===== src/rtl/lps_pkg.sv =====
// Shared constants and types for the LIKE pattern selectivity block.
// Used by lps_front, lps_queue, lps_back and like_pattern_selectivity.
`timescale 1ns / 1ps

package lps_pkg;

    // Defaults for the top-level parameters.
    localparam int HEADER_BYTES_DEF = 4;
    localparam int FRAC_BITS_DEF    = 31;
    localparam int QUEUE_DEPTH_DEF  = 2;

    // Fixed field widths.
    localparam int HDR_W   = 3;
    localparam int BYTE_W  = 8;
    localparam int SCALE_W = 32;

    // Scale values in UQ16.16.
    localparam logic [SCALE_W-1:0] SCALE_LIMIT_RST = 32'd9830400;
    localparam logic [SCALE_W-1:0] SCALE_ONE       = 32'd65536;

    // Pattern characters.
    localparam logic [BYTE_W-1:0] CHAR_PCT = 8'h25;
    localparam logic [BYTE_W-1:0] CHAR_USC = 8'h5F;
    localparam logic [BYTE_W-1:0] CHAR_BSL = 8'h5C;

    // Control bits that travel with each finished datum.
    typedef struct packed {
        logic anchor;
        logic is_null;
    } job_ctl_t;

    localparam int JOB_CTL_W = $bits(job_ctl_t);

endpackage


===== src/rtl/lps_queue.sv =====
// Short FIFO that decouples the byte front end from the divider back end.
// Depends on lps_pkg only for the default depth; data width is a parameter.
`timescale 1ns / 1ps

module lps_queue #(
    parameter int DATA_W = 34,
    parameter int DEPTH  = lps_pkg::QUEUE_DEPTH_DEF
) (
    input  logic              clk,
    input  logic              rst_n,
    input  logic              push,
    input  logic [DATA_W-1:0] push_data,
    input  logic              pop,
    output logic [DATA_W-1:0] head_data,
    output logic              full,
    output logic              empty
);
    import lps_pkg::*;

    localparam int PTR_W = (DEPTH > 1) ? $clog2(DEPTH) : 1;
    localparam int CNT_W = $clog2(DEPTH + 1);

    logic [DATA_W-1:0] slot_reg [DEPTH];
    logic [PTR_W-1:0]  wr_reg, wr_next;
    logic [PTR_W-1:0]  rd_reg, rd_next;
    logic [CNT_W-1:0]  cnt_reg, cnt_next;

    assign full      = (cnt_reg == CNT_W'(DEPTH));
    assign empty     = (cnt_reg == '0);
    assign head_data = slot_reg[rd_reg];

    always_comb
    begin
        wr_next  = wr_reg;
        rd_next  = rd_reg;
        cnt_next = cnt_reg;
        if (push)
        begin
            wr_next = (wr_reg == PTR_W'(DEPTH - 1)) ? '0 : wr_reg + 1'b1;
        end
        if (pop)
        begin
            rd_next = (rd_reg == PTR_W'(DEPTH - 1)) ? '0 : rd_reg + 1'b1;
        end
        if (push && !pop)
        begin
            cnt_next = cnt_reg + 1'b1;
        end
        else if (pop && !push)
        begin
            cnt_next = cnt_reg - 1'b1;
        end
    end

    always_ff @(posedge clk)
    begin
        if (push)
        begin
            slot_reg[wr_reg] <= push_data;
        end
    end

    always_ff @(posedge clk or negedge rst_n)
    begin
        if (!rst_n)
        begin
            wr_reg  <= '0;
            rd_reg  <= '0;
            cnt_reg <= '0;
        end
        else
        begin
            wr_reg  <= wr_next;
            rd_reg  <= rd_next;
            cnt_reg <= cnt_next;
        end
    end

    a_no_overflow: assert property (@(posedge clk) disable iff (!rst_n)
        !(push && full && !pop))
        else $error("queue written while full");

    a_no_underflow: assert property (@(posedge clk) disable iff (!rst_n)
        !(pop && empty))
        else $error("queue read while empty");

    a_count_bound: assert property (@(posedge clk) disable iff (!rst_n)
        cnt_reg <= CNT_W'(DEPTH))
        else $error("queue count out of range");

    a_count_up: assert property (@(posedge clk) disable iff (!rst_n)
        (push && !pop) |=> (cnt_reg == $past(cnt_reg) + 1'b1))
        else $error("queue count did not follow a write");

endmodule


===== config.mk =====
export PLATFORM = sky130hd
export DESIGN_NAME = lps_queue
export DESIGN_NICKNAME = d
export VERILOG_FILES = /design/src/rtl/lps_pkg.sv /design/src/rtl/lps_queue.sv
export SDC_FILE = /design/constraint.sdc
export NUM_CORES = 1
export LEC_CHECK = 0
export BUFFER_PORTS_ARGS = -buffer_cell sky130_fd_sc_hd__buf_2
export CORE_ASPECT_RATIO = 1.2
export CORE_MARGIN = 2
export CORE_UTILIZATION = 35
export CTS_BUF_LIST = sky130_fd_sc_hd__clkbuf_4 sky130_fd_sc_hd__clkbuf_8 sky130_fd_sc_hd__clkbuf_16
export DETAILED_ROUTE_END_ITERATION = 10
export PLACE_DENSITY_LB_ADDON = 0.08
export SLEW_MARGIN = 20
export SYNTH_ARGS = -nofsm -noshare
export SYNTH_HDL_FRONTEND = slang
export SYNTH_SLANG_ARGS = --single-unit

===== constraint.sdc =====
create_clock -name clk -period 7.5 [get_ports clk]
set_input_delay 0.375 -clock clk [delete_from_list [all_inputs] [get_ports clk]]
set_output_delay 0.375 -clock clk [all_outputs]
set_load 0.01 [all_outputs]

==> flow_metrics.py <==
metrics = {
    "hold_path": {
        "min_from": "push_data[13]",
        "hold_path_depth": 1,
        "hold_path.class": "in2reg",
        "worstHoldEndpoint": "slot_reg[0][13]$_DFFE_PP_",
    },
    "setup_path": {
        "worstSetupStartpointType": "flop",
        "worstReg2RegStart": "wr_reg$_DFFE_PN0P_",
        "path_max_fanout": 35,
        "r2r_slack_ns": 5.86,
        "worst_ep_required_time_ns": 7.12,
        "slowest_delay_ns": 0.86,
        "cp_data_arrival_time_ns": 1.75,
        "endpoint_kind": "output port",
        "critPathTopFamily": "flip-flops",
        "critical-path-slowest-cell": "dfrtp_4",
        "worstPathCellList": "mux2_2, buf_2",
        "r2r_end": "slot_reg[0][21]$_DFFE_PP_",
        "crit_type": "reg2out",
        "critPathBufInv": 1,
        "rr_worst_depth": 1,
    },
    "sta": {
        "setup_violations": 0,
        "finalClockSkew_ns": 0.00602,
        "setup_tns_ns": 0,
        "rsz0062_at_grt": "false",
        "drv_slew": 0,
        "worst_slew_pin_slew_ns": 1.03,
        "slew_headroom_pct": 31.3,
        "final.min_clock_period_ns": 2.12,
        "fmax_ghz": 0.471,
        "hold_viol": 0,
        "min_period_over_period_pct": 28.3,
    },
    "synthesis": {
        "synth_common_cells": "edfxtp_1, mux2_4, mux2_2, dfrtp_1, xor2_1",
        "ys_warn_count": 0,
        "synthCells": 122,
        "yosysSeqAreaShare_pct": 76.7,
        "yosys.area.top_type_share_pct": 73.2,
        "synth.cell_area_sq_um": 2790,
        "synth.top_cells.by_area": "edfxtp_1, mux2_4, dfrtp_1",
        "syn_nets": 161,
        "synth-main-ff-cell": "edfxtp_1",
        "synth.most_common_cell": "edfxtp_1",
        "syn-mean-instance-area_sq_um": 22.9,
        "synth-seq-cells": 72,
        "synth_edf_count": 68,
        "postSynth.asyncResetShare_pct": 5.56,
        "yosysTopAreaCell": "edfxtp_1",
        "synth.distinct_cells": 13,
    },
    "power": {
        "p_clk_share_pct": 25.5,
        "combPwrFrac_pct": 26.5,
        "leakagePower_nw": 1.40,
        "p_switching_mw": 0.347,
        "switching_share_pct": 27.1,
        "internal_power_mw": 0.932,
        "p_per_area_nw_per_um2": 372,
        "peakVddDrop_v": 0.000211,
        "seqPwrFrac_pct": 48.0,
    },
    "placed_design": {
        "gp_routability_congestion": 0.720,
        "portBuffers": 73,
        "placed_cell_area_sq_um": 3210,
        "hpwl_microns": 2930,
    },
    "detailed_routing": {
        "drt-initial-drc-count": 50,
        "route.detailed.drc": 0,
        "wirelength_microns": 4620,
        "first_pass_iters": 4,
        "viasPerCell": 4.49,
        "avgRoutedWirePerCell_microns": 15.4,
        "detail-route-antenna-nets": 0,
        "num_vias": 1348,
    },
    "clock_network": {
        "clock_sinks": 72,
        "cts_buffer_depth": 2,
        "clkLatencyLatePin_ns": 0.33,
        "h-tree-depth": 3,
        "cts_tree": "yes",
        "root_buffer": "clkbuf_8",
        "cts_buffers": 9,
        "cts.clk_slew.worst_paths_ns": 0.07,
        "post_cts_buffers": 0,
    },
    "layout": {
        "nets": 242,
        "largest_reg_flops": 68,
        "syn2layout_area_growth_pct": 23.2,
        "drive_above_1_share_pct": 60.1,
        "diodes": 0,
        "fin_area_sq_um": 3440,
    },
    "die": {
        "io_pins": 74,
        "dieArea_sq_um": 8710,
        "initial_core_util_pct": 36.2,
        "die_w_microns": 85.5,
        "die_y_microns": 102,
        "row_count": 35,
        "core-area_sq_um": 7710,
    },
    "global_route": {
        "grt_max_degree": 36,
        "grt_first_pass_wirelength_microns": 7200,
        "antenna_found_initial": 0,
        "grt_pass1_vias": 1526,
        "overflow": 0,
        "track_usage_pct": 11.5,
    },
    "run_status": {
        "outcome": "finished clean",
    },
    "run": {
        "drv_cap": 0,
    },
}
layout make-up:
type                       count  area (sq um)
clock buffer                  12           146
clock inverter                 4          68.8
fill                         699          4270
inverter                       1          3.75
multi-input combinational     45           583
sequential                    72          2150
tap                           92           115
timing repair buffer          74           375
cells in the final DEF (no fill, tap or decap):
| cell type | synthesis | layout |
|---|---|---|
| clkinv_2 | 0 | 1 |
| clkinv_1 | 0 | 1 |
| xor2_1 | 4 | 4 |
| mux2_2 | 5 | 5 |
| clkbuf_4 | 0 | 3 |
| dlygate4sd3_1 | 0 | 1 |
| nor2b_4 | 0 | 1 |
| nor2b_1 | 2 | 1 |
| inv_1 | 1 | 1 |
| buf_2 | 0 | 73 |
| ha_1 | 1 | 1 |
| dfrtp_1 | 4 | 3 |
| xnor2_1 | 1 | 1 |
| mux2_4 | 29 | 29 |
| clkbuf_8 | 0 | 9 |
| edfxtp_1 | 68 | 68 |
| nor2_1 | 2 | 2 |
| dfrtp_4 | 0 | 1 |
| and2_2 | 0 | 1 |
| bufinv_16 | 0 | 2 |
metrics by stage:
step	std cells	total power [mW]	setup WS (ns)	hold WS, ns	util [%]
2_1_floorplan	122	0.876	5.14	0.0794	-
5_1_grt	300	1.35	5.28	0.203	44.6
6_report	300	1.28	5.38	0.225	44.6
3_5_place_dp	283	0.978	5.44	0.190	41.7
4_1_cts	300	1.31	5.05	0.201	44.6
3_3_place_gp	283	0.965	5.49	0.184	41.7
power by group through the flow:
stage | combinational (mW) | clock, mW | sequential (mW)
floorplan | 0.311 | 0 | 0.565
global placement | 0.348 | 0 | 0.617
detailed placement | 0.352 | 0 | 0.626
CTS | 0.353 | 0.338 | 0.618
global route | 0.367 | 0.355 | 0.629
finish | 0.339 | 0.326 | 0.615
worst max-delay path by stage:
| stage | startpoint | end | slack [ns] | cells after the start |
|---|---|---|---|---|
| global placement | rd_reg$_DFFE_PN0P_ | head_data[18] | 5.49 | 2 |
| CTS | rd_reg$_DFFE_PN0P_ | head_data[18] | 5.05 | 2 |
| floorplan | wr_reg$_DFFE_PN0P_ | slot_reg[0][0]$_DFFE_PP_ | 5.14 | 1 |
| detailed placement | rd_reg$_DFFE_PN0P_ | head_data[18] | 5.44 | 2 |
| global route | rd_reg$_DFFE_PN0P_ | head_data[14] | 5.28 | 2 |
| finish | rd_reg$_DFFE_PN0P_ | head_data[14] | 5.38 | 2 |
kinds of logic (layout without fill, tap and decap cells):
group | count (synthesis) | count (layout) | synth area share, %
buf+inv | 5 | 91 | 2.69
mux | 34 | 34 | 17.6
fa+ha+maj | 1 | 1 | 0.448
xor+xnor | 5 | 5 | 1.57
flops | 72 | 72 | 76.7
simple gates | 5 | 5 | 0.941
timing repair:
action,in CTS,in global routing
resized for setup,0,0
hold buffers,1,0
hold endpoints to repair,4,0
routing by layer:
layer | GRT usage, % | routed length, microns
met1 | 12.0 | 1760
met2 | 19.6 | 2420
met3 | 3.47 | 268
met4 | 8.55 | 176
met5 | 0 | 0
(Power assumes the default switching activity.)
