**config.mk**
```make
export PLATFORM = sky130hd
export DESIGN_NAME = lps_back
export DESIGN_NICKNAME = d
export VERILOG_FILES = /design/src/rtl/lps_pkg.sv /design/src/rtl/lps_back.sv
export SDC_FILE = /design/constraint.sdc
export NUM_CORES = 2
export LEC_CHECK = 0
export ABC_AREA = 1
export BUFFER_PORTS_ARGS = -buffer_cell sky130_fd_sc_hd__buf_4
export CORE_MARGIN = 2
export CORE_UTILIZATION = 45
export CTS_BUF_LIST = sky130_fd_sc_hd__clkbuf_16
export CTS_CLUSTER_DIAMETER = 50
export CTS_CLUSTER_SIZE = 40
export DETAILED_ROUTE_END_ITERATION = 12
export GPL_TIMING_DRIVEN = 0
export HOLD_SLACK_MARGIN = 0.05
export PLACE_DENSITY = 0.69
export SLEW_MARGIN = 20
export SYNTH_ARGS = -nofsm -noshare
export SYNTH_HDL_FRONTEND = slang
export SYNTH_SLANG_ARGS = --single-unit
export TNS_END_PERCENT = 30
```
**constraint.sdc**
```tcl
create_clock -name clk -period 18.05 [get_ports clk]
set_input_delay 0.9025 -clock clk [delete_from_list [all_inputs] [get_ports clk]]
set_output_delay 0.9025 -clock clk [all_outputs]
set_load 0.01 [all_outputs]
```
**src/rtl/lps_pkg.sv**
```systemverilog
// Shared constants and types for the LIKE pattern selectivity block.
// Used by lps_front, lps_queue, lps_back and like_pattern_selectivity.
`timescale 1ns / 1ps

package lps_pkg;

    // Defaults for the top-level parameters.
    localparam int HEADER_BYTES_DEF = 4;
    localparam int FRAC_BITS_DEF    = 31;
    localparam int QUEUE_DEPTH_DEF  = 2;

    // Fixed field widths.
    localparam int HDR_W   = 3;
    localparam int BYTE_W  = 8;
    localparam int SCALE_W = 32;

    // Scale values in UQ16.16.
    localparam logic [SCALE_W-1:0] SCALE_LIMIT_RST = 32'd9830400;
    localparam logic [SCALE_W-1:0] SCALE_ONE       = 32'd65536;

    // Pattern characters.
    localparam logic [BYTE_W-1:0] CHAR_PCT = 8'h25;
    localparam logic [BYTE_W-1:0] CHAR_USC = 8'h5F;
    localparam logic [BYTE_W-1:0] CHAR_BSL = 8'h5C;

    // Control bits that travel with each finished datum.
    typedef struct packed {
        logic anchor;
        logic is_null;
    } job_ctl_t;

    localparam int JOB_CTL_W = $bits(job_ctl_t);

endpackage

```
**src/rtl/lps_back.sv**
```systemverilog
// Back end: applies the end anchor factor, divides for the reciprocal and clamps.
// Depends on lps_pkg; pops jobs from lps_queue and drives the result register.
`timescale 1ns / 1ps

module lps_back #(
    parameter int FRAC_BITS = lps_pkg::FRAC_BITS_DEF
) (
    input  logic                        clk,
    input  logic                        rst_n,
    input  logic                        empty,
    output logic                        pop,
    input  lps_pkg::job_ctl_t           head_ctl,
    input  logic [FRAC_BITS:0]          head_sel,
    input  logic [lps_pkg::SCALE_W-1:0] scale_limit,
    output logic                        out_valid,
    input  logic                        out_stall,
    output logic [lps_pkg::SCALE_W-1:0] scale_factor
);
    import lps_pkg::*;

    localparam int SEL_W  = FRAC_BITS + 1;
    localparam int PROD_W = 2 * SEL_W;
    localparam int NUM_W  = FRAC_BITS + 17;
    localparam int CNT_W  = $clog2(NUM_W + 1);

    localparam logic [63:0] ONE64    = 64'd1 << FRAC_BITS;
    localparam logic [63:0] ANCHOR64 = (ONE64 * 64'd19 + 64'd10) / 64'd20;
    localparam logic [SEL_W-1:0]  C_ANCHOR = ANCHOR64[SEL_W-1:0];
    localparam logic [PROD_W-1:0] FX_HALF  = PROD_W'(64'd1 << (FRAC_BITS - 1));
    localparam logic [NUM_W-1:0]  NUM_BASE = NUM_W'(1) << (NUM_W - 1);

    localparam logic [2:0] ST_IDLE  = 3'd0;
    localparam logic [2:0] ST_MUL   = 3'd1;
    localparam logic [2:0] ST_PREP  = 3'd2;
    localparam logic [2:0] ST_DIV   = 3'd3;
    localparam logic [2:0] ST_CLAMP = 3'd4;
    localparam logic [2:0] ST_OUT   = 3'd5;

    logic [2:0]         st_reg,   st_next;
    job_ctl_t           ctl_reg,  ctl_next;
    logic [SEL_W-1:0]   div_reg,  div_next;
    logic [NUM_W-1:0]   num_reg,  num_next;
    logic [SEL_W-1:0]   rem_reg,  rem_next;
    logic [CNT_W-1:0]   cnt_reg,  cnt_next;
    logic [SCALE_W-1:0] res_reg,  res_next;
    logic               ov_reg,   ov_next;
    logic [SCALE_W-1:0] od_reg,   od_next;

    logic [PROD_W-1:0]  anc_prod;
    logic [SEL_W:0]     rem_sh;
    logic               rem_ge;
    logic               out_free;

    assign anc_prod = PROD_W'(div_reg) * PROD_W'(C_ANCHOR);
    assign rem_sh   = {rem_reg, num_reg[NUM_W-1]};
    assign rem_ge   = (rem_sh >= {1'b0, div_reg});
    assign out_free = !ov_reg || !out_stall;

    always_comb
    begin
        st_next  = st_reg;
        ctl_next = ctl_reg;
        div_next = div_reg;
        num_next = num_reg;
        rem_next = rem_reg;
        cnt_next = cnt_reg;
        res_next = res_reg;
        ov_next  = ov_reg && out_stall;
        od_next  = od_reg;
        pop      = 1'b0;

        unique case (st_reg)
            ST_IDLE:
            begin
                if (!empty)
                begin
                    pop      = 1'b1;
                    ctl_next = head_ctl;
                    div_next = head_sel;
                    st_next  = ST_MUL;
                end
            end
            ST_MUL:
            begin
                if (ctl_reg.anchor)
                begin
                    div_next = SEL_W'((anc_prod + FX_HALF) >> FRAC_BITS);
                end
                st_next = ST_PREP;
            end
            ST_PREP:
            begin
                if (ctl_reg.is_null)
                begin
                    res_next = SCALE_ONE;
                    st_next  = ST_OUT;
                end
                else if (div_reg == '0)
                begin
                    res_next = scale_limit;
                    st_next  = ST_OUT;
                end
                else
                begin
                    // Half the divisor is added so that the quotient rounds.
                    num_next = NUM_BASE + NUM_W'(div_reg >> 1);
                    rem_next = '0;
                    cnt_next = CNT_W'(NUM_W);
                    st_next  = ST_DIV;
                end
            end
            ST_DIV:
            begin
                // Restoring division, one quotient bit per cycle into num_reg.
                rem_next = rem_ge ? SEL_W'(rem_sh - {1'b0, div_reg}) : rem_sh[SEL_W-1:0];
                num_next = {num_reg[NUM_W-2:0], rem_ge};
                cnt_next = cnt_reg - 1'b1;
                if (cnt_reg == CNT_W'(1))
                begin
                    st_next = ST_CLAMP;
                end
            end
            ST_CLAMP:
            begin
                res_next = (num_reg > NUM_W'(scale_limit)) ? scale_limit
                                                          : num_reg[SCALE_W-1:0];
                st_next  = ST_OUT;
            end
            ST_OUT:
            begin
                if (out_free)
                begin
                    ov_next = 1'b1;
                    od_next = res_reg;
                    st_next = ST_IDLE;
                end
            end
            default:
            begin
                st_next = ST_IDLE;
            end
        endcase
    end

    assign out_valid    = ov_reg;
    assign scale_factor = od_reg;

    always_ff @(posedge clk)
    begin
        div_reg <= div_next;
        num_reg <= num_next;
        rem_reg <= rem_next;
        res_reg <= res_next;
        od_reg  <= od_next;
    end

    always_ff @(posedge clk or negedge rst_n)
    begin
        if (!rst_n)
        begin
            st_reg  <= ST_IDLE;
            ctl_reg <= '0;
            cnt_reg <= '0;
            ov_reg  <= 1'b0;
        end
        else
        begin
            st_reg  <= st_next;
            ctl_reg <= ctl_next;
            cnt_reg <= cnt_next;
            ov_reg  <= ov_next;
        end
    end

endmodule

```
==> metrics <==
core area=68,710 sq um; Die W=267.7 um; Tightest Pin Transition=roughly 1.2 ns; Final WS setup=around 9.2 ns; Total Wirelength=approximately 90 mm; first-pass GRT wire length=142.1 mm; Final Setup Violations=0; Synth top area share=0.2687; status=finished, final reports clean; die extent in y=around 270 um; simple-gate area share of the yosys netlist=0.1740; GR Overflow Total=0; number of synthesized register bits=around 190; ANT nets after route=0; largest cells by area after synthesis=fa_1 (27%), ha_1 (18%), edfxtp_1 (17%); largest area contributor in the netlist=fa_1; per-cell routed wire length=~19 um; Worst Path Max Fanout=10; H-tree levels=4; GRT Total Usage=0.2648; die area=around 72,000 sq um; Final Hold Fails=0; Worst path top cell family by delay=adder cells; Post-synth EDFFs=around 180; period utilization=0.4920; post-synthesis mux area share=0; # fillers=6,630; TNS Setup=0 ns; Post-Synth XOR/XNOR Area=0.01316; TritonCTS Buffers=17; CTS Sinks=between 150 and 200; Min-Delay Path Class=input port to async pin; RD Place Congestion=0.9959; clock root cell=clkbuf_16; largest net degree at the start of global routing=44; Max Cap Viol=0; arrival time at the worst endpoint=roughly 9.1 ns; Post-Synth Adder-Cell Area=0.4471; initial antenna violation count=0; WP buf/inv=8; routed via count divided by cell count=around 5.0; warnings from Yosys=0; Largest register FFs=between 40 and 50; most common cell in the netlist=inv_1; slew margin rel.=0.1853; DRC Markers=0; ys async rst share=0.06383; Slowest-stage cell, CP=edfxtp_1; Worst Setup SP=div_reg[17]$_DFFE_PP_; postcts setup bufs=0; Crit path top cell by count=inv_1; dominant synthesized flop cell=edfxtp_1; Min Clock Period, post-route=roughly 8.9 ns; CTS tree=done; complex-gate fraction of the synthesized area=0.06291; initial core utilization=0.4554; vias=~24,000; Nets=between 4,000 and 5,000; Rows=96; syn_area_per_cell=between 8 and 9 sq um; CP required=18.28 ns; post-synth net total=approximately 4,700; Post-Syn Area=around 31,000 sq um; final slew viol count=0; Starting DRT DRC Count=between 2,000 and 2,500; vias in the first global route=between 20,000 and 25,000; crit start category=flop; largest family of logic cells by synthesized area=adder cells; reg2reg start=div_reg[17]$_DFFE_PP_; Max Freq=0.1126 GHz; synth cell count leaders=inv_1 (984), nand2_1 (810), ha_1 (446); crit path capture type=flop; clk buf depth=2; Clock Latency Late Sink=0.50 ns; drt pass-1 iters=6; # port buffers=103; detailed placer's ending HPWL=77.36 mm; RSZ-0062 raised after global routing=no; sequential-to-total area share from yosys stat=0.1785; pre-CTS setup slack=approximately 9.3 ns; Boundary Pins=104; max incr delay on CP=~0.9 ns; Gate Count Post-Synth=between 3,000 and 4,000; synth-to-layout area growth=8.426%; Post-CTS Hold Fix Bufs=0; critical setup path kind=flop to flop; Netlist cell types=between 50 and 60; Layout Skew=0.01907 ns; Worst-path clk slew=around 0.090 ns; PostCTS Resize Cnt=0; layout cell share with drive strength beyond 1=0.06998
-- kinds of logic after synthesis --
family,count (synthesis)
AND/OR/NAND/NOR,1247
adder cells (fa/ha/maj),866
buffers and inverters,1032
flip-flops,188
XOR/XNOR,47
AO/OA/AOI/OAI,368
-- final timing paths --
check,end,slack [ns],cells past startpoint
min in group clk,scale_factor[23]$_DFFE_PP_,0.42,0
min,ctl_reg[1]$_DFFE_PN0P_,0.25,1
max in group asynchronous,cnt_reg[1]$_DFFE_PN0P_,17.62,1
min reg2reg,scale_factor[23]$_DFFE_PP_,0.42,0
max reg2reg,div_reg[9]$_DFFE_PP_,9.17,31
max,div_reg[9]$_DFFE_PP_,9.17,31
-- per-stage QoR --
| step | util | area, sq um | hold WS (ns) | std cells |
|---|---|---|---|---|
| final | 0.4937 | 33920 | 0.2503 | 4819 |
| after global routing | 0.4937 | 33920 | 0.2418 | 4818 |
| after CTS | 0.4937 | 33920 | 0.2239 | 4818 |
| after detailed placement | 0.4852 | 33340 | 0.4045 | 4787 |
| after global placement | 0.4836 | 33220 | 0.4003 | 4782 |
| after floorplan | - | 31290 | 0.4003 | 3748 |
-- placed cells by master, fill, tap and decap left out, drive strengths merged --
master    instances
o22ai             1
o21a              3
a21oi           133
a211oi            2
and2              3
o2111ai           1
diode             1
buf             118
clkinvlp          1
a21boi            5
clkinv            6
nand2           848
o21ai           194
a2111oi           1
nand2b            1
nor3             31
nand4            29
a221oi            4
bufinv            1
nor4             10
clkbuf           43
xor2             23
dfrtp            12
o211ai            4
nand3b           12
o21bai           10
fa              420
nor2            207
and3              1
nand3           102
edfxtp          176
a21o              6
or2               3
xnor2            24
ha              446
a31oi             4
inv            1002
-- layout make-up --
| class | instances | area [sq um] | area share |
|---|---|---|---|
| plain buffers | 36 | 148.9 | 0.004389 |
| clock inverters | 14 | 156.4 | 0.004611 |
| multi-input cells | 2528 | 21830 | 0.6436 |
| flip-flops and latches | 188 | 5585 | 0.1647 |
| diodes | 1 | 2.502 | 0.00007377 |
| well taps | 931 | 1165 | 0.03434 |
| inverters | 996 | 3741 | 0.1103 |
| clock buffers | 17 | 425.4 | 0.01254 |
| repair buffers | 108 | 867.1 | 0.02556 |
-- per-layer routing --
metal / track usage / vias up / share of wire
li1: - / 11770 / -
met1: 0.3481 / 11550 / 0.43
met2: 0.4457 / 731 / 0.48
met3: 0.03632 / 171 / 0.054
met4: 0.09603 / 0 / 0.038
met5: 0 / - / 0
Power is left out: the tool's default activity adds up to more than one toggle a clock period on the data nets, which glitch-free logic cannot reach.
