$ cat src/rtl/lps_pkg.sv
// Shared constants and types for the LIKE pattern selectivity block.
// Used by lps_front, lps_queue, lps_back and like_pattern_selectivity.
`timescale 1ns / 1ps

package lps_pkg;

    // Defaults for the top-level parameters.
    localparam int HEADER_BYTES_DEF = 4;
    localparam int FRAC_BITS_DEF    = 31;
    localparam int QUEUE_DEPTH_DEF  = 2;

    // Fixed field widths.
    localparam int HDR_W   = 3;
    localparam int BYTE_W  = 8;
    localparam int SCALE_W = 32;

    // Scale values in UQ16.16.
    localparam logic [SCALE_W-1:0] SCALE_LIMIT_RST = 32'd9830400;
    localparam logic [SCALE_W-1:0] SCALE_ONE       = 32'd65536;

    // Pattern characters.
    localparam logic [BYTE_W-1:0] CHAR_PCT = 8'h25;
    localparam logic [BYTE_W-1:0] CHAR_USC = 8'h5F;
    localparam logic [BYTE_W-1:0] CHAR_BSL = 8'h5C;

    // Control bits that travel with each finished datum.
    typedef struct packed {
        logic anchor;
        logic is_null;
    } job_ctl_t;

    localparam int JOB_CTL_W = $bits(job_ctl_t);

endpackage

$ cat src/rtl/lps_front.sv
// Front end: takes one datum byte per cycle unless lps_queue is full and keeps the running selectivity.
// Depends on lps_pkg; pushes one job per datum into lps_queue.
`timescale 1ns / 1ps

module lps_front #(
    parameter int HEADER_BYTES = lps_pkg::HEADER_BYTES_DEF,
    parameter int FRAC_BITS    = lps_pkg::FRAC_BITS_DEF
) (
    input  logic                        clk,
    input  logic                        rst_n,
    input  logic                        in_valid,
    output logic                        in_stall,
    input  logic [lps_pkg::BYTE_W-1:0]  data_byte,
    input  logic                        last_byte,
    input  logic                        is_null,
    input  logic                        full,
    output logic                        push,
    output lps_pkg::job_ctl_t           push_ctl,
    output logic [FRAC_BITS:0]          push_sel
);
    import lps_pkg::*;

    localparam int SEL_W  = FRAC_BITS + 1;
    localparam int PROD_W = 2 * SEL_W;

    localparam logic [63:0] ONE64     = 64'd1 << FRAC_BITS;
    localparam logic [63:0] FIXED64   = (ONE64 + 64'd2) / 64'd5;
    localparam logic [63:0] ANY64     = (ONE64 * 64'd99 + 64'd50) / 64'd100;
    localparam logic [63:0] ROLLOFF64 = (ONE64 * 64'd7 + 64'd25) / 64'd50;

    localparam logic [SEL_W-1:0]  FX_ONE     = ONE64[SEL_W-1:0];
    localparam logic [SEL_W-1:0]  C_FIXED    = FIXED64[SEL_W-1:0];
    localparam logic [SEL_W-1:0]  C_ANY      = ANY64[SEL_W-1:0];
    localparam logic [SEL_W-1:0]  C_ROLLOFF  = ROLLOFF64[SEL_W-1:0];
    localparam logic [PROD_W-1:0] FX_HALF    = PROD_W'(64'd1 << (FRAC_BITS - 1));

    logic [HDR_W-1:0]  hdr_reg,  hdr_next;
    logic              skip_reg, skip_next;
    logic              esc_reg,  esc_next;
    logic [SEL_W-1:0]  sel_reg,  sel_next;
    logic [SEL_W-1:0]  fcf_reg,  fcf_next;
    logic [BYTE_W-1:0] prev_reg, prev_next;

    logic              accept;
    logic              in_header;
    logic              use_any;
    logic [SEL_W-1:0]  mul_b;
    logic [PROD_W-1:0] sel_prod;
    logic [SEL_W-1:0]  sel_mul;
    logic [SEL_W-1:0]  one_minus_f;
    logic [PROD_W-1:0] roll_prod;
    logic [SEL_W-1:0]  roll_term;
    logic [SEL_W:0]    fcf_sum;
    logic [SEL_W-1:0]  fcf_upd;
    logic [SEL_W-1:0]  sel_proc;

    assign accept    = in_valid && !full;
    assign in_stall  = full;
    assign in_header = (hdr_reg < HDR_W'(HEADER_BYTES));

    // One multiplier serves both the literal and the single-char wildcard.
    assign use_any  = !esc_reg && (data_byte == CHAR_USC);
    assign mul_b    = use_any ? C_ANY : fcf_reg;
    assign sel_prod = PROD_W'(sel_reg) * PROD_W'(mul_b);
    assign sel_mul  = SEL_W'((sel_prod + FX_HALF) >> FRAC_BITS);

    // Fixed-char factor moves a fraction of the way toward one per literal.
    assign one_minus_f = FX_ONE - fcf_reg;
    assign roll_prod   = PROD_W'(one_minus_f) * PROD_W'(C_ROLLOFF);
    assign roll_term   = SEL_W'((roll_prod + FX_HALF) >> FRAC_BITS);
    assign fcf_sum     = (fcf_reg < FX_ONE) ? ({1'b0, fcf_reg} + {1'b0, roll_term})
                                            : {1'b0, fcf_reg};
    assign fcf_upd     = (fcf_sum > {1'b0, FX_ONE}) ? FX_ONE : fcf_sum[SEL_W-1:0];

    always_comb
    begin
        hdr_next  = hdr_reg;
        skip_next = skip_reg;
        esc_next  = esc_reg;
        sel_next  = sel_reg;
        fcf_next  = fcf_reg;
        prev_next = prev_reg;
        sel_proc  = sel_reg;
        push      = 1'b0;
        push_ctl  = '0;

        if (accept)
        begin
            if (is_null)
            begin
                push             = 1'b1;
                push_ctl.is_null = 1'b1;
            end
            else
            begin
                if (in_header)
                begin
                    hdr_next = hdr_reg + 1'b1;
                end
                else if (!(skip_reg && ((data_byte == CHAR_PCT) ||
                                        (data_byte == CHAR_USC))))
                begin
                    skip_next = 1'b0;
                    if (esc_reg)
                    begin
                        esc_next = 1'b0;
                        sel_proc = sel_mul;
                        fcf_next = fcf_upd;
                    end
                    else if (data_byte == CHAR_USC)
                    begin
                        sel_proc = sel_mul;
                    end
                    else if (data_byte == CHAR_PCT)
                    begin
                        sel_proc = sel_reg;
                    end
                    else if (data_byte == CHAR_BSL)
                    begin
                        esc_next = 1'b1;
                    end
                    else
                    begin
                        sel_proc = sel_mul;
                        fcf_next = fcf_upd;
                    end
                end
                sel_next  = sel_proc;
                prev_next = data_byte;
                if (last_byte)
                begin
                    push            = 1'b1;
                    push_ctl.anchor = in_header || (data_byte != CHAR_PCT) ||
                                      (prev_reg == CHAR_BSL);
                end
            end

            // A finished datum leaves the per-datum state at its start values.
            if (is_null || last_byte)
            begin
                hdr_next  = '0;
                skip_next = 1'b1;
                esc_next  = 1'b0;
                sel_next  = FX_ONE;
                fcf_next  = C_FIXED;
                prev_next = '0;
            end
        end
    end

    assign push_sel = sel_proc;

    always_ff @(posedge clk or negedge rst_n)
    begin
        if (!rst_n)
        begin
            hdr_reg  <= '0;
            skip_reg <= 1'b1;
            esc_reg  <= 1'b0;
            sel_reg  <= FX_ONE;
            fcf_reg  <= C_FIXED;
            prev_reg <= '0;
        end
        else
        begin
            hdr_reg  <= hdr_next;
            skip_reg <= skip_next;
            esc_reg  <= esc_next;
            sel_reg  <= sel_next;
            fcf_reg  <= fcf_next;
            prev_reg <= prev_next;
        end
    end

endmodule

$ cat config.mk
export PLATFORM = sky130hd
export DESIGN_NAME = lps_front
export DESIGN_NICKNAME = d
export VERILOG_FILES = /design/src/rtl/lps_pkg.sv /design/src/rtl/lps_front.sv
export SDC_FILE = /design/constraint.sdc
export NUM_CORES = 2
export LEC_CHECK = 0
export BUFFER_PORTS_ARGS = -buffer_cell sky130_fd_sc_hd__buf_2
export CORE_MARGIN = 4
export CORE_UTILIZATION = 50
export DETAILED_ROUTE_END_ITERATION = 6
export HOLD_SLACK_MARGIN = 0.03
export MAX_ROUTING_LAYER = met4
export PLACE_DENSITY_LB_ADDON = 0.2
export SLEW_MARGIN = 20
export SYNTH_ARGS = -nofsm -noshare
export SYNTH_HDL_FRONTEND = slang
export SYNTH_SLANG_ARGS = --single-unit
$ cat constraint.sdc
create_clock -name clk -period 18.8 [get_ports clk]
set_clock_uncertainty 0.05 [all_clocks]
set_input_delay 2.82 -clock clk [delete_from_list [all_inputs] [get_ports clk]]
set_output_delay 2.82 -clock clk [all_outputs]
set_load 0.03 [all_outputs]
==> reports/results.md <==
| Quantity | Value | Unit |
|:---|:---|:---|
| Run status | complete, no violations | - |
| Detailed Routing Iterations Pass 1 | 5 | - |
| Wire length of the first global-routing pass | 241.9 | mm |
| Die outline area | 113000 | µm² |
| Core region area | 107100 | µm² |
| DRT Wirelength | 150.2 | mm |
| CTS tree | yes | - |
| Kind of start point of the critical path | input pin | - |
| Fillers | 10010 | - |
| Chip Height | 336.2 | µm |
| Post-route DRC violation count | 0 | - |
| Remaining antenna violation count | 0 | - |
| Main flop type after synthesis | sky130_fd_sc_hd__dfrtp_1 | - |
| Synthesized area | 53840 | µm² |
| FF/Latch Area | 1948 | µm² |
| Clk pin slew, worst setup/hold paths | 0.07 | ns |
| Count of endpoints failing setup in the final report | 0 | - |
| Slowest cell on crit path | sky130_fd_sc_hd__and2_1 | - |
| Clock net sink count | 77 | - |
| Area used by multi-input combinational logic | 45300 | µm² |
| Data arrival time of the critical path | 13.64 | ns |
| Final setup margin | 2.286 | ns |
| Pre-CTS worst setup slack | 2.428 | ns |
| Count of input and output buffers | 49 | - |
| Cell repeated most along the worst path | sky130_fd_sc_hd__fa_1 | - |
| RSZ-0062 raised after global routing | false | - |
| Setup TNS | 0 | ns |
| Overall via count from detail_route | 39210 | - |
| Transition at the pin with the smallest max-transition slack | 1.181 | ns |
| Count of final max-slew check failures | 0 | - |
| Number of distinct library cells after synthesis | 82 | - |
| Number of violations of the max-capacitance limit | 0 | - |
| Detailed Route Iter0 Violations | 2691 | - |
| Clock tree buffer depth | 2 | - |
| Worst-Skew Late Latency | 0.37 | ns |
| Setup fix buffers added after clock tree synthesis | 0 | - |
| Average wire length per cell after detail routing | 20.86 | µm |
| Area Overhead vs Synth | 3.855 | % |
| Kind of end point of the critical path | primary output | - |
| Worst slew margin | 19.26 | % |
| Required arrival time at the worst endpoint | 15.93 | ns |
| Highest clock frequency the design can meet | 60.55 | MHz |
| Worst Path Class, Setup | input pin to primary output | - |
| Number of synthesized register bits | 77 | - |
| Proportion of layout cells with a drive suffix above 1 | 3.735 | % |
| Register area share after synthesis | 3.618 | % |
| Via count of the first global-routing pass | 42440 | - |
| Final count of hold timing violations | 0 | - |
| Share of the clock period used by the worst path | 87.84 | % |
| Synthesis warning total | 0 | - |
| Time the worst path needs with I/O delays and setup | 16.51 | ns |
| Nets in the synthesized netlist | 7874 | - |
| Overall routing resource usage | 28.88 | % |
| Die Width | 336.2 | µm |
| Vias per std cell | 5.445 | - |
| Quantity of hold-fixing buffers added after cts | 0 | - |
| Final RePlAce weighted congestion | 0.9804 | - |
| Detailed-placement wirelength estimate | 124.3 | mm |
| Largest net degree at the start of global routing | 67 | - |
| Std cell rows | 120 | - |
| Number of nets in the finished design | 7767 | - |
| Maximum net fanout on the critical path | 55 | - |
| CTS Root Buffer Type | sky130_fd_sc_hd__clkbuf_16 | - |
| Slowest stage delay, CP | 0.67 | ns |
| Number of buffers inserted during clock tree synthesis | 9 | - |
| Cell count after synthesis | 5885 | - |
| Effective utilization at floorplan | 50.30 | % |
| Number of gates resized after CTS | 0 | - |
| Async set-reset flop share out of synthesis | 100.0 | % |
| Io pins | 50 | - |
| Hold Crit Class | register to register | - |
| Leftover overflow at the end of global routing | 0 | - |
| Number of synthesized flops with an enable pin | 0 | - |
| Average cell area after synthesis | 9.149 | µm² |
| Initial antenna violation count | 11 | - |
| Number of H-tree levels | 3 | - |
==> layout by cell type, fill, tap and decap left out, types with 7 or more instances in the layout <==
| cell type | synthesis | routed |
|---|---|---|
| sky130_fd_sc_hd__a211oi_1 | 8 | 8 |
| sky130_fd_sc_hd__a21o_1 | 50 | 50 |
| sky130_fd_sc_hd__a21oi_1 | 119 | 119 |
| sky130_fd_sc_hd__a22o_1 | 9 | 9 |
| sky130_fd_sc_hd__a31oi_1 | 17 | 17 |
| sky130_fd_sc_hd__and2_1 | 170 | 170 |
| sky130_fd_sc_hd__and3_1 | 115 | 115 |
| sky130_fd_sc_hd__buf_2 | 1 | 48 |
| sky130_fd_sc_hd__buf_4 | 1 | 93 |
| sky130_fd_sc_hd__clkbuf_16 | 0 | 9 |
| sky130_fd_sc_hd__dfrtp_1 | 60 | 60 |
| sky130_fd_sc_hd__dfstp_2 | 17 | 17 |
| sky130_fd_sc_hd__diode_2 | 0 | 15 |
| sky130_fd_sc_hd__fa_1 | 1287 | 1287 |
| sky130_fd_sc_hd__ha_1 | 688 | 688 |
| sky130_fd_sc_hd__inv_1 | 1493 | 1493 |
| sky130_fd_sc_hd__nand2_1 | 928 | 928 |
| sky130_fd_sc_hd__nand2b_1 | 28 | 27 |
| sky130_fd_sc_hd__nand3_1 | 43 | 43 |
| sky130_fd_sc_hd__nand4_1 | 29 | 29 |
| sky130_fd_sc_hd__nor2_1 | 98 | 97 |
| sky130_fd_sc_hd__nor2b_1 | 7 | 7 |
| sky130_fd_sc_hd__nor3_1 | 37 | 37 |
| sky130_fd_sc_hd__nor4_1 | 14 | 14 |
| sky130_fd_sc_hd__o211ai_1 | 13 | 13 |
| sky130_fd_sc_hd__o21a_1 | 16 | 16 |
| sky130_fd_sc_hd__o21ai_0 | 80 | 80 |
| sky130_fd_sc_hd__o21ai_2 | 8 | 8 |
| sky130_fd_sc_hd__o21bai_1 | 16 | 16 |
| sky130_fd_sc_hd__o22ai_1 | 7 | 7 |
| sky130_fd_sc_hd__o31ai_1 | 15 | 15 |
| sky130_fd_sc_hd__or3_1 | 13 | 12 |
| sky130_fd_sc_hd__or4_1 | 8 | 7 |
| sky130_fd_sc_hd__xnor2_1 | 81 | 81 |
| sky130_fd_sc_hd__xor2_1 | 49 | 49 |
==> cell usage after synthesis, drive strengths merged (43+ instances only) <==
| library cell | instances | share of area [%] |
|---|---|---|
| a21o | 50 | 0.70 |
| a21oi | 122 | 1.2 |
| and2 | 173 | 2.0 |
| and3 | 115 | 1.3 |
| clkbuf | 254 | 1.8 |
| dfrtp | 60 | 2.8 |
| fa | 1287 | 48 |
| ha | 688 | 16 |
| inv | 1493 | 10 |
| nand2 | 928 | 6.5 |
| nand3 | 43 | 0.40 |
| nor2 | 98 | 0.68 |
| o21ai | 91 | 0.90 |
| xnor2 | 81 | 1.3 |
| xor2 | 49 | 0.80 |
==> cell families (layout without fill, tap and decap cells) <==
kind of cell	after synthesis	count (layout)	share of synthesized area, %
buffers and inverters	1754	1652	12.26
adder cells (fa/ha/maj)	1975	1975	63.84
flip-flops	77	77	3.618
XOR/XNOR	130	130	2.115
AND/OR/NAND/NOR	1522	1522	12.86
other	0	15	0
AO/OA/AOI/OAI	419	419	5.152
multiplexers	8	8	0.1557
==> layout make-up <==
type                            count  area share (%)
Tap cell                         1403           3.139
Sequential cell                    77           3.484
Inverter                         1494           10.03
Clock buffer                        9          0.4028
Antenna cell                       15         0.06713
Clock inverter                      7          0.1499
Multi-Input combinational cell   4054           81.01
Timing Repair Buffer              142           1.714
==> worst max-delay path: cells and delay by family <==
kind            cells  cell delay, ns
fa+ha+maj           9            4.38
buf+inv             9            1.38
simple gates        8            2.58
compound gates      8            2.41
==> metrics by stage <==
step	instance area (µm²)	hold slack [ns]	std cells	util [%]
floorplan	53840	0.3868	5885	-
global placement	55570	0.3954	7170	51.91
detailed placement	55570	0.4035	7170	51.91
CTS	55880	0.4157	7186	52.20
global route	55910	0.4495	7196	52.22
finish	55920	0.4113	7201	52.23
==> per-layer routing <==
layer / share of wire, % / track usage [%] / vias up
met4: 3.5 / 8.809 / 0
met2: 46 / 45.07 / 1374
met5: 0 / - / -
met1: 42 / 38.63 / 20150
met3: 7.8 / 5.366 / 290
li1: - / - / 17400
==> path summary, 6_finish.rpt <==
check / end / depth (start not counted) / slack, ns / from
max in group asynchronous: fcf_reg[2]$_DFFE_PN0P_ / 2 / 15.25 / rst_n
setup / recovery: push_sel[30] / 34 / 2.29 / data_byte[7]
hold reg to reg: skip_reg$_DFFE_PN1P_ / 2 / 0.41 / skip_reg$_DFFE_PN1P_
setup reg to reg: fcf_reg[2]$_DFFE_PN0P_ / 48 / 3.28 / fcf_reg[5]$_DFFE_PN0P_
hold / removal: skip_reg$_DFFE_PN1P_ / 2 / 0.41 / skip_reg$_DFFE_PN1P_
min in group asynchronous: hdr_reg[2]$_DFFE_PN0P_ / 1 / 2.36 / rst_n
Power is left out: the tool's default activity adds up to more than one toggle a clock period on the data nets, which glitch-free logic cannot reach.
